[config.mk]
export PLATFORM = sky130hd
export DESIGN_NAME = vdsa_norm
export DESIGN_NICKNAME = d
export VERILOG_FILES = /design/src/design/vdsa_pkg.sv /design/src/design/vdsa_norm.sv
export SDC_FILE = /design/constraint.sdc
export NUM_CORES = 1
export LEC_CHECK = 0
export ABC_AREA = 1
export BUFFER_PORTS_ARGS = -buffer_cell sky130_fd_sc_hd__buf_4
export CORE_MARGIN = 2
export CORE_UTILIZATION = 50
export CTS_CLUSTER_DIAMETER = 40
export DETAILED_ROUTE_END_ITERATION = 16
export PLACE_DENSITY_LB_ADDON = 0.08
export RECOVER_POWER = 50
export SLEW_MARGIN = 40
export SYNTH_ARGS = -nofsm -noshare
export SYNTH_HDL_FRONTEND = slang
export SYNTH_SLANG_ARGS = --single-unit
[constraint.sdc]
create_clock -name clk -period 5.2 [get_ports clk]
set_input_delay 0.26 -clock clk [delete_from_list [all_inputs] [get_ports clk]]
set_output_delay 0.26 -clock clk [all_outputs]
set_load 0.05 [all_outputs]
[src/design/vdsa_pkg.sv]
// ----------------------------------------------------------------------------
// vdsa_pkg
// Shared types, constants and the arctangent table for the view direction to
// spherical angles pipeline.
// ----------------------------------------------------------------------------
package vdsa_pkg;

  // Defaults of the top-level parameters.
  localparam int CORDIC_STAGES_DEF = 16;
  localparam int COORD_WIDTH_DEF   = 32;

  // Normalized coordinates have their largest magnitude in [2^29, 2^30).
  localparam int NORM_MSB = 29;
  // Rotator datapath width; covers the CORDIC gain on a normalized vector.
  localparam int VEC_W = 34;
  // Angle accumulator in units of 2^-24 turn.
  localparam int ANGLE_W = 26;
  localparam int ANGLE_FRAC = 8;
  localparam int OUT_ANGLE_W = 16;
  localparam int THETA_W = ANGLE_W - ANGLE_FRAC;

  localparam logic signed [ANGLE_W-1:0] ANGLE_HALF_TURN = 26'sd8388608;
  localparam logic signed [ANGLE_W:0]   ANGLE_ROUND     = 27'sd128;
  localparam logic signed [THETA_W-1:0] THETA_MAX       = 18'sd32768;

  // Inverse CORDIC gain, Q30.
  localparam int GAIN_FRAC = 30;
  localparam logic [GAIN_FRAC-1:0] INV_GAIN_Q30 = 30'd652032874;

  // Configuration register indexes.
  localparam int CFG_INDEX_W = 2;
  typedef enum logic [CFG_INDEX_W-1:0] {
    CFG_CENTER_X = 2'd0,
    CFG_CENTER_Y = 2'd1,
    CFG_CENTER_Z = 2'd2
  } cfg_index_t;

  typedef logic signed [VEC_W-1:0]   vec_t;
  typedef logic signed [ANGLE_W-1:0] angle_t;

  // Side band that travels with the planar (x, y) rotation.
  typedef struct packed {
    logic degenerate;
    logic zero_xy;
    vec_t dz;
  } pass1_side_t;

  // Side band that travels with the polar rotation.
  typedef struct packed {
    logic   degenerate;
    angle_t phi;
  } pass2_side_t;

  // atan(2^-i) in units of 2^-24 turn, rounded to nearest.
  function automatic angle_t atan_rom(input int unsigned idx);
    angle_t val;
    case (idx)
      0:       val = 26'sd2097152;
      1:       val = 26'sd1238021;
      2:       val = 26'sd654136;
      3:       val = 26'sd332050;
      4:       val = 26'sd166669;
      5:       val = 26'sd83416;
      6:       val = 26'sd41718;
      7:       val = 26'sd20860;
      8:       val = 26'sd10430;
      9:       val = 26'sd5215;
      10:      val = 26'sd2608;
      11:      val = 26'sd1304;
      12:      val = 26'sd652;
      13:      val = 26'sd326;
      14:      val = 26'sd163;
      15:      val = 26'sd81;
      16:      val = 26'sd41;
      17:      val = 26'sd20;
      18:      val = 26'sd10;
      19:      val = 26'sd5;
      20:      val = 26'sd3;
      21:      val = 26'sd1;
      22:      val = 26'sd1;
      default: val = 26'sd0;
    endcase
    return val;
  endfunction

endpackage

[src/design/vdsa_norm.sv]
// ----------------------------------------------------------------------------
// vdsa_norm
// Subtracts the camera center and scales the direction by a common power of
// two so that its largest component magnitude lies in [2^29, 2^30).
// ----------------------------------------------------------------------------
module vdsa_norm import vdsa_pkg::*; #(
  parameter int COORD_WIDTH = COORD_WIDTH_DEF
) (
  input  logic                          clk,
  input  logic                          rst_n,
  input  logic                          valid_i,
  input  logic signed [COORD_WIDTH-1:0] point_x_i,
  input  logic signed [COORD_WIDTH-1:0] point_y_i,
  input  logic signed [COORD_WIDTH-1:0] point_z_i,
  input  logic signed [COORD_WIDTH-1:0] center_x_i,
  input  logic signed [COORD_WIDTH-1:0] center_y_i,
  input  logic signed [COORD_WIDTH-1:0] center_z_i,
  output logic                          valid_o,
  output vec_t                          x_o,
  output vec_t                          y_o,
  output pass1_side_t                   side_o
);

  localparam int DW = COORD_WIDTH + 1;
  localparam int PW = $clog2(DW);
  localparam int WW = DW + NORM_MSB;

  // Stage 1: differences.
  logic                 v1_r;
  logic signed [DW-1:0] dx1_r, dy1_r, dz1_r;

  // Stage 2: OR of magnitudes has the same leading one as their maximum.
  logic                 v2_r;
  logic signed [DW-1:0] dx2_r, dy2_r, dz2_r;
  logic [DW-1:0]        mag_or_r;
  logic [DW-1:0]        mag_x, mag_y, mag_z, mag_or_nxt;

  // Stage 3: leading one position.
  logic                 v3_r;
  logic signed [DW-1:0] dx3_r, dy3_r, dz3_r;
  logic [PW-1:0]        msb_r, msb_nxt;
  logic                 deg3_r;

  // Stage 4: scaled output.
  logic                 v4_r;
  vec_t                 nx_r, ny_r;
  pass1_side_t          side_r;
  logic signed [WW-1:0] wide_x, wide_y, wide_z;
  vec_t                 nx_nxt, ny_nxt, nz_nxt;

  always_ff @(posedge clk) begin
    if (!rst_n) begin
      v1_r <= 1'b0;
    end else begin
      v1_r <= valid_i;
    end
  end

  always_ff @(posedge clk) begin
    dx1_r <= {point_x_i[COORD_WIDTH-1], point_x_i} - {center_x_i[COORD_WIDTH-1], center_x_i};
    dy1_r <= {point_y_i[COORD_WIDTH-1], point_y_i} - {center_y_i[COORD_WIDTH-1], center_y_i};
    dz1_r <= {point_z_i[COORD_WIDTH-1], point_z_i} - {center_z_i[COORD_WIDTH-1], center_z_i};
  end

  always_comb begin
    mag_x      = dx1_r[DW-1] ? DW'(-dx1_r) : DW'(dx1_r);
    mag_y      = dy1_r[DW-1] ? DW'(-dy1_r) : DW'(dy1_r);
    mag_z      = dz1_r[DW-1] ? DW'(-dz1_r) : DW'(dz1_r);
    mag_or_nxt = mag_x | mag_y | mag_z;
  end

  always_ff @(posedge clk) begin
    if (!rst_n) begin
      v2_r <= 1'b0;
    end else begin
      v2_r <= v1_r;
    end
  end

  always_ff @(posedge clk) begin
    dx2_r    <= dx1_r;
    dy2_r    <= dy1_r;
    dz2_r    <= dz1_r;
    mag_or_r <= mag_or_nxt;
  end

  always_comb begin
    msb_nxt = '0;
    for (int i = 0; i < DW; i++) begin
      if (mag_or_r[i]) begin
        msb_nxt = PW'(i);
      end
    end
  end

  always_ff @(posedge clk) begin
    if (!rst_n) begin
      v3_r <= 1'b0;
    end else begin
      v3_r <= v2_r;
    end
  end

  always_ff @(posedge clk) begin
    dx3_r  <= dx2_r;
    dy3_r  <= dy2_r;
    dz3_r  <= dz2_r;
    msb_r  <= msb_nxt;
    deg3_r <= (mag_or_r == '0);
  end

  // Multiplying by 2^29 and shifting right by the leading one position gives
  // an exact left shift or a floor right shift in one shifter.
  always_comb begin
    wide_x = $signed({dx3_r, {NORM_MSB{1'b0}}});
    wide_y = $signed({dy3_r, {NORM_MSB{1'b0}}});
    wide_z = $signed({dz3_r, {NORM_MSB{1'b0}}});
    nx_nxt = VEC_W'(wide_x >>> msb_r);
    ny_nxt = VEC_W'(wide_y >>> msb_r);
    nz_nxt = VEC_W'(wide_z >>> msb_r);
  end

  always_ff @(posedge clk) begin
    if (!rst_n) begin
      v4_r <= 1'b0;
    end else begin
      v4_r <= v3_r;
    end
  end

  always_ff @(posedge clk) begin
    nx_r              <= nx_nxt;
    ny_r              <= ny_nxt;
    side_r.dz         <= nz_nxt;
    side_r.degenerate <= deg3_r;
    side_r.zero_xy    <= (nx_nxt == '0) && (ny_nxt == '0);
  end

  assign valid_o = v4_r;
  assign x_o     = nx_r;
  assign y_o     = ny_r;
  assign side_o  = side_r;

endmodule

* After elaboration in Yosys (flattened, before gate mapping) *
Index checks and enable logic that the tools add are counted.

storage, ports and cells
  input bits = 195
  register bits = 445
  output and inout port bits = 105

operators by class
  muxes and demuxes = 34
  bitwise operators = 2
  reductions and logical operators = 4
  add/sub/neg operators = 6
  shift operators = 3

operator list
  kind                                            count
  62-bit by 6-bit >>> shifter with 34-bit output  3
  6-bit two-way mux                               30
  33-bit two-way mux                              3
  33-bit negation                                 3
  32-bit by 32-bit subtractor with 33-bit output  3
  34-bit logical NOT                              2
  33-bit bitwise OR                               2
  33-bit logical NOT                              1
  1-bit logical AND                               1
  1-bit two-way mux                               1

* Depth between registers and ports, before layout *
  depth in word-level cells = 31
  mapped depth = 31
  depth with buffers taken out = 31

* Worst setup path after synthesis *
OpenSTA, ideal clock, no wires.

  kind = input to register
  start = input point_y_i[0]
  end = register dy1_r[32]
  data arrival time = 2.488 ns
  stages = 14
  library setup time = 0.118 ns
  path slack = 2.594 ns
  required time = 5.082 ns
  cell sequence = inv_1 > ha_1 > fa_1 > o211ai_2 > a31oi_1 > o21ai_1 > a21oi_1 > o21bai_2 > a21boi_1 > o21ai_0 > a21boi_0 > o21ai_2 > nand2_1 > o2bb2ai_1

between the ends
  word-level cells in the longest chain between the ends = 1

ends and longest elaborated chain
  element                                         RTL line         RTL
  start, declared                                 vdsa_norm.sv:13  input logic signed [COORD_WIDTH-1:0] point_y_i,
  32-bit by 32-bit subtractor with 33-bit output  vdsa_norm.sv:61  dy1_r <= {point_y_i[COORD_WIDTH-1], point_y_i} - {center_y_i[COORD_WIDTH-1], center_y_i};
  end signal, assigned                            vdsa_norm.sv:61
  end, declared                                   vdsa_norm.sv:30  logic signed [DW-1:0] dx1_r, dy1_r, dz1_r;

No other way between the ends.
A chain may end at the register's enable or synchronous reset.

* Worst setup path after layout *
  start = register msb_r[0]
  end = register side_r (netlist bit side_o[34])

between the ends
  word-level cells in the longest chain between the ends = 3
  elaborated cells on any way between the ends = 5

ends and longest elaborated chain
  element                                         RTL line          RTL
  start, declared                                 vdsa_norm.sv:41   logic [PW-1:0] msb_r, msb_nxt;
  start signal, assigned                          vdsa_norm.sv:108  msb_r <= msb_nxt;
  62-bit by 6-bit >>> shifter with 34-bit output  vdsa_norm.sv:119  ny_nxt = VEC_W'(wide_y >>> msb_r);
  named net ny_nxt[27]                            vdsa_norm.sv:49   vec_t nx_nxt, ny_nxt, nz_nxt;
  34-bit logical NOT                              vdsa_norm.sv:136  side_r.zero_xy <= (nx_nxt == '0) && (ny_nxt == '0);
  1-bit logical AND                               vdsa_norm.sv:136
  end, declared                                   vdsa_norm.sv:47   pass1_side_t side_r;

The timed path passes the listed nets, and every way through them passes these cells.

==> metrics <==
run status finished, final reports clean; top cell type by total area after synthesis sky130_fd_sc_hd__dfxtp_1; unrepaired setup endpoints after global routing false; clk slew on worst S/H paths 0.06 ns; power per unit of standard cell area about 520 nW/um2; hold slack final roughly 0.027 ns; count of final setup violators 0; most instantiated library cell after synthesis sky130_fd_sc_hd__nand2_1; number of distinct library cells after synthesis 70; WP buf/inv 3; data arrival time of the critical path 4.44 ns; worst-path fanout max 56; placeable core region between 40,000 and 50,000 um2; Crit path required time 5.73 ns; Hold Fails Final Rpt 0; pre-CTS setup slack ~1.3 ns; final design instance area without fill ~28,000 um2; worst vdd rail ir drop approximately 0.56 mV; post-synthesis net count around 3,500; final clock skew 0.03770 ns; Initial Util between 50% and 60%; synthesized cell area 23,360 um2; Slowest-stage cell, CP sky130_fd_sc_hd__buf_4; antenna violation net count after detailed routing 0; Final period util 75.03%; cell at the root of the clock tree sky130_fd_sc_hd__clkbuf_16; share of post-route cells with drive strength above 1 between 10 and 15%; Crit. End Element flop; number of synthesis warnings 0; number of buffers on the longest clock path 3; total number of placement rows 79; path type of the worst setup path reg -> reg; TritonCTS clock tree done; P_leak ~13 nW; combined global-route utilization of all metal layers a little over a quarter; area fraction of the dominant cell type after synthesis between 30% and 40%; average vias per placed instance roughly 5.4; post-detailed-routing wire length approximately 68,000 um; max capacitance violation total 0; largest cells by area after synthesis sky130_fd_sc_hd__dfxtp_1 (38%), sky130_fd_sc_hd__nand2_1 (12%), sky130_fd_sc_hd__o21ai_0 (6.0%); CTS resizes 0; Synth Flop Type sky130_fd_sc_hd__dfxtp_1; number of instances in the synthesized netlist between 3,000 and 4,000; post-CTS setup repair buffer count 0; die footprint approximately 48,000 um2; most numerous cell types in the synthesized netlist sky130_fd_sc_hd__nand2_1 (742), sky130_fd_sc_hd__dfxtp_1 (445), sky130_fd_sc_hd__inv_1 (339), sky130_fd_sc_hd__o21ai_0 (282), sky130_fd_sc_hd__nor2_1 (178); cell chain of the critical path buf_4 -> buf_4 -> mux2i_1 -> o21ai_0 -> a21oi_1 -> o21ai_0 -> nand2_1 -> a21oi_1 -> nor2_1 -> inv_1 -> nor4_1 -> nand3_1 -> nor2_1 -> nand4_1 -> nor3_2; Skew-Pair Late Insertion Delay 0.61 ns; Worst Slack Setup Final roughly 1.3 ns; total vias in the final route approximately 22,000; number of buffers added on ports roughly 300; vias in the first global route slightly below 20,000; Worst Tran Pin Value between 1 and 1.5 ns; global-route wire length before repair roughly 100,000 um; overflow left after global routing 0; number of iterations in the first detailed-routing pass 6; TNS Setup 0 ns; ports placed on the boundary 300; share of flip-flops with an asynchronous set or reset 0%; antenna violations before repair 0; maximum clock frequency roughly 260 MHz; DR WL/cell roughly 17 um; number of hold-repair buffers added at the cts stage 12; fraction of the yosys area taken by sequential cells between 30% and 40%; post-synthesis average cell area about 7.4 um2; worst-case headroom to the max-slew limit 32.19%; layout net count between 3,000 and 4,000; PnR Total Power 14.26 mW; Inserted Clock Buffers a little over 50; DRC violation total after the first TritonRoute iteration 1,879; diode insertion count for antenna repair 0; placer's final routability congestion estimate approximately 0.92; critical path startpoint category flop; Min-Delay Path Class in -> reg; post-place instance area 25,920 um2; worst stage delay on the critical path 0.57 ns; Clock Sinks around 450; pin count of the biggest net entering global routing between 100 and 150; min Tclk post-route between 3 and 4 ns; half-perimeter wire length after placement 52,490 um; overall die height between 200 and 250 um; htree depth 2; EDFF count, synth 0; area growth from synthesis to layout 18.20%; CP top delay family simple AND/OR/NAND/NOR gates; horizontal die dimension around 220 um; remaining routing DRC violations 0; final slew viol count 0; flip-flop and latch count after synthesis 445
-- state kept, by name, summed over array words and instances, names as in the netlist --
register / flops
x_o: 34
dx2_r: 33
dy3_r: 33
v3_r: 1
dx1_r: 33
side_o: 36
y_o: 34
v1_r: 1
deg3_r: 1
dx3_r: 33
msb_r: 6
mag_or_r: 33
dz1_r: 33
dy2_r: 33
dz3_r: 33
dy1_r: 33
dz2_r: 33
v2_r: 1
valid_o: 1
-- layout by cell type (no fill, tap or decap), types with 5 or more instances in the layout --
master | netlist | layout
sky130_fd_sc_hd__ha_1 | 99 | 99
sky130_fd_sc_hd__nand3b_1 | 8 | 8
sky130_fd_sc_hd__nor3_1 | 24 | 24
sky130_fd_sc_hd__clkbuf_1 | 62 | 59
sky130_fd_sc_hd__nand2_1 | 742 | 742
sky130_fd_sc_hd__nor3_2 | 10 | 10
sky130_fd_sc_hd__o211ai_1 | 16 | 16
sky130_fd_sc_hd__a21boi_1 | 14 | 14
sky130_fd_sc_hd__a21oi_1 | 158 | 158
sky130_fd_sc_hd__o22ai_1 | 8 | 8
sky130_fd_sc_hd__dlygate4sd3_1 | 0 | 12
sky130_fd_sc_hd__inv_6 | 0 | 7
sky130_fd_sc_hd__clkinv_2 | 0 | 5
sky130_fd_sc_hd__clkbuf_8 | 0 | 6
sky130_fd_sc_hd__dfxtp_2 | 0 | 6
sky130_fd_sc_hd__inv_2 | 9 | 7
sky130_fd_sc_hd__o21ai_1 | 88 | 88
sky130_fd_sc_hd__clkbuf_16 | 0 | 51
sky130_fd_sc_hd__nor2_1 | 178 | 177
sky130_fd_sc_hd__buf_4 | 7 | 255
sky130_fd_sc_hd__o21ai_0 | 282 | 283
sky130_fd_sc_hd__nand4_1 | 18 | 18
sky130_fd_sc_hd__o221ai_1 | 30 | 30
sky130_fd_sc_hd__a21oi_2 | 6 | 6
sky130_fd_sc_hd__o21ai_2 | 19 | 18
sky130_fd_sc_hd__xnor2_1 | 64 | 64
sky130_fd_sc_hd__inv_1 | 339 | 338
sky130_fd_sc_hd__xor2_1 | 108 | 108
sky130_fd_sc_hd__clkinvlp_4 | 0 | 5
sky130_fd_sc_hd__dfxtp_1 | 445 | 439
sky130_fd_sc_hd__nand3_1 | 140 | 140
sky130_fd_sc_hd__or2_2 | 12 | 12
sky130_fd_sc_hd__a31oi_1 | 43 | 43
sky130_fd_sc_hd__nor4_1 | 30 | 30
sky130_fd_sc_hd__a21boi_0 | 7 | 7
sky130_fd_sc_hd__mux2i_1 | 57 | 57
-- tightest hold or removal path, stage by stage --
cell	delay (ns)
sky130_fd_sc_hd__buf_4	0.08
sky130_fd_sc_hd__ha_1	0.17
sky130_fd_sc_hd__xor2_1	0.07
-- logic make-up (layout without fill, tap and decap cells) --
family / count (synthesis) / count (layout) / synth area share (%)
xor gates and xnor gates: 172 / 172 / 6.449
buffers and inverters: 486 / 770 / 8.280
muxes: 57 / 57 / 2.442
adders and majority gates: 102 / 102 / 5.559
DFF: 445 / 445 / 38.13
AOI/OAI and AO/OA: 711 / 711 / 17.67
and+or+nand+nor: 1185 / 1185 / 21.47
-- routing by layer --
metal,share of wire [%],up-vias,GRT usage (%)
met5,0,-,0
met4,3.1,0,8.568
met3,6.2,132,3.409
met2,43,790,41.97
met1,48,9868,39.20
li1,-,10930,-
-- final timing paths --
kind	startpoint	end	slack [ns]	cells past startpoint
setup / recovery	msb_r[0]	side_o[34]	1.30	15
hold / removal	point_y_i[31]	dy1_r[31]	0.03	3
setup reg to reg	msb_r[0]	side_o[34]	1.30	15
hold reg to reg	dy2_r[18]	dy3_r[18]	0.32	0
-- power breakdown --
part	internal [mW]	switching (mW)	leakage (nW)
Sequential	4.40	0.648	3.74
Clock	2.14	1.51	0.860
Combinational	1.63	3.93	8.43
-- per-stage QoR --
step	utilization, %	cells
2_1_floorplan	-	3158
3_3_place_gp	55.89	3947
3_5_place_dp	55.91	3947
4_1_cts	60.03	4049
5_1_grt	59.56	4049
6_report	59.56	4049
-- layout make-up --
type                       count  area [um2]
tap                          607       759.5
clock inverter                31       425.4
multi-input combinational   2227       12510
inverter                     350        1320
timing repair buffer         330        2313
fill                        4371       18750
clock buffer                  59        1366
sequential                   445        8916
Power figures use the tool's default switching activity.
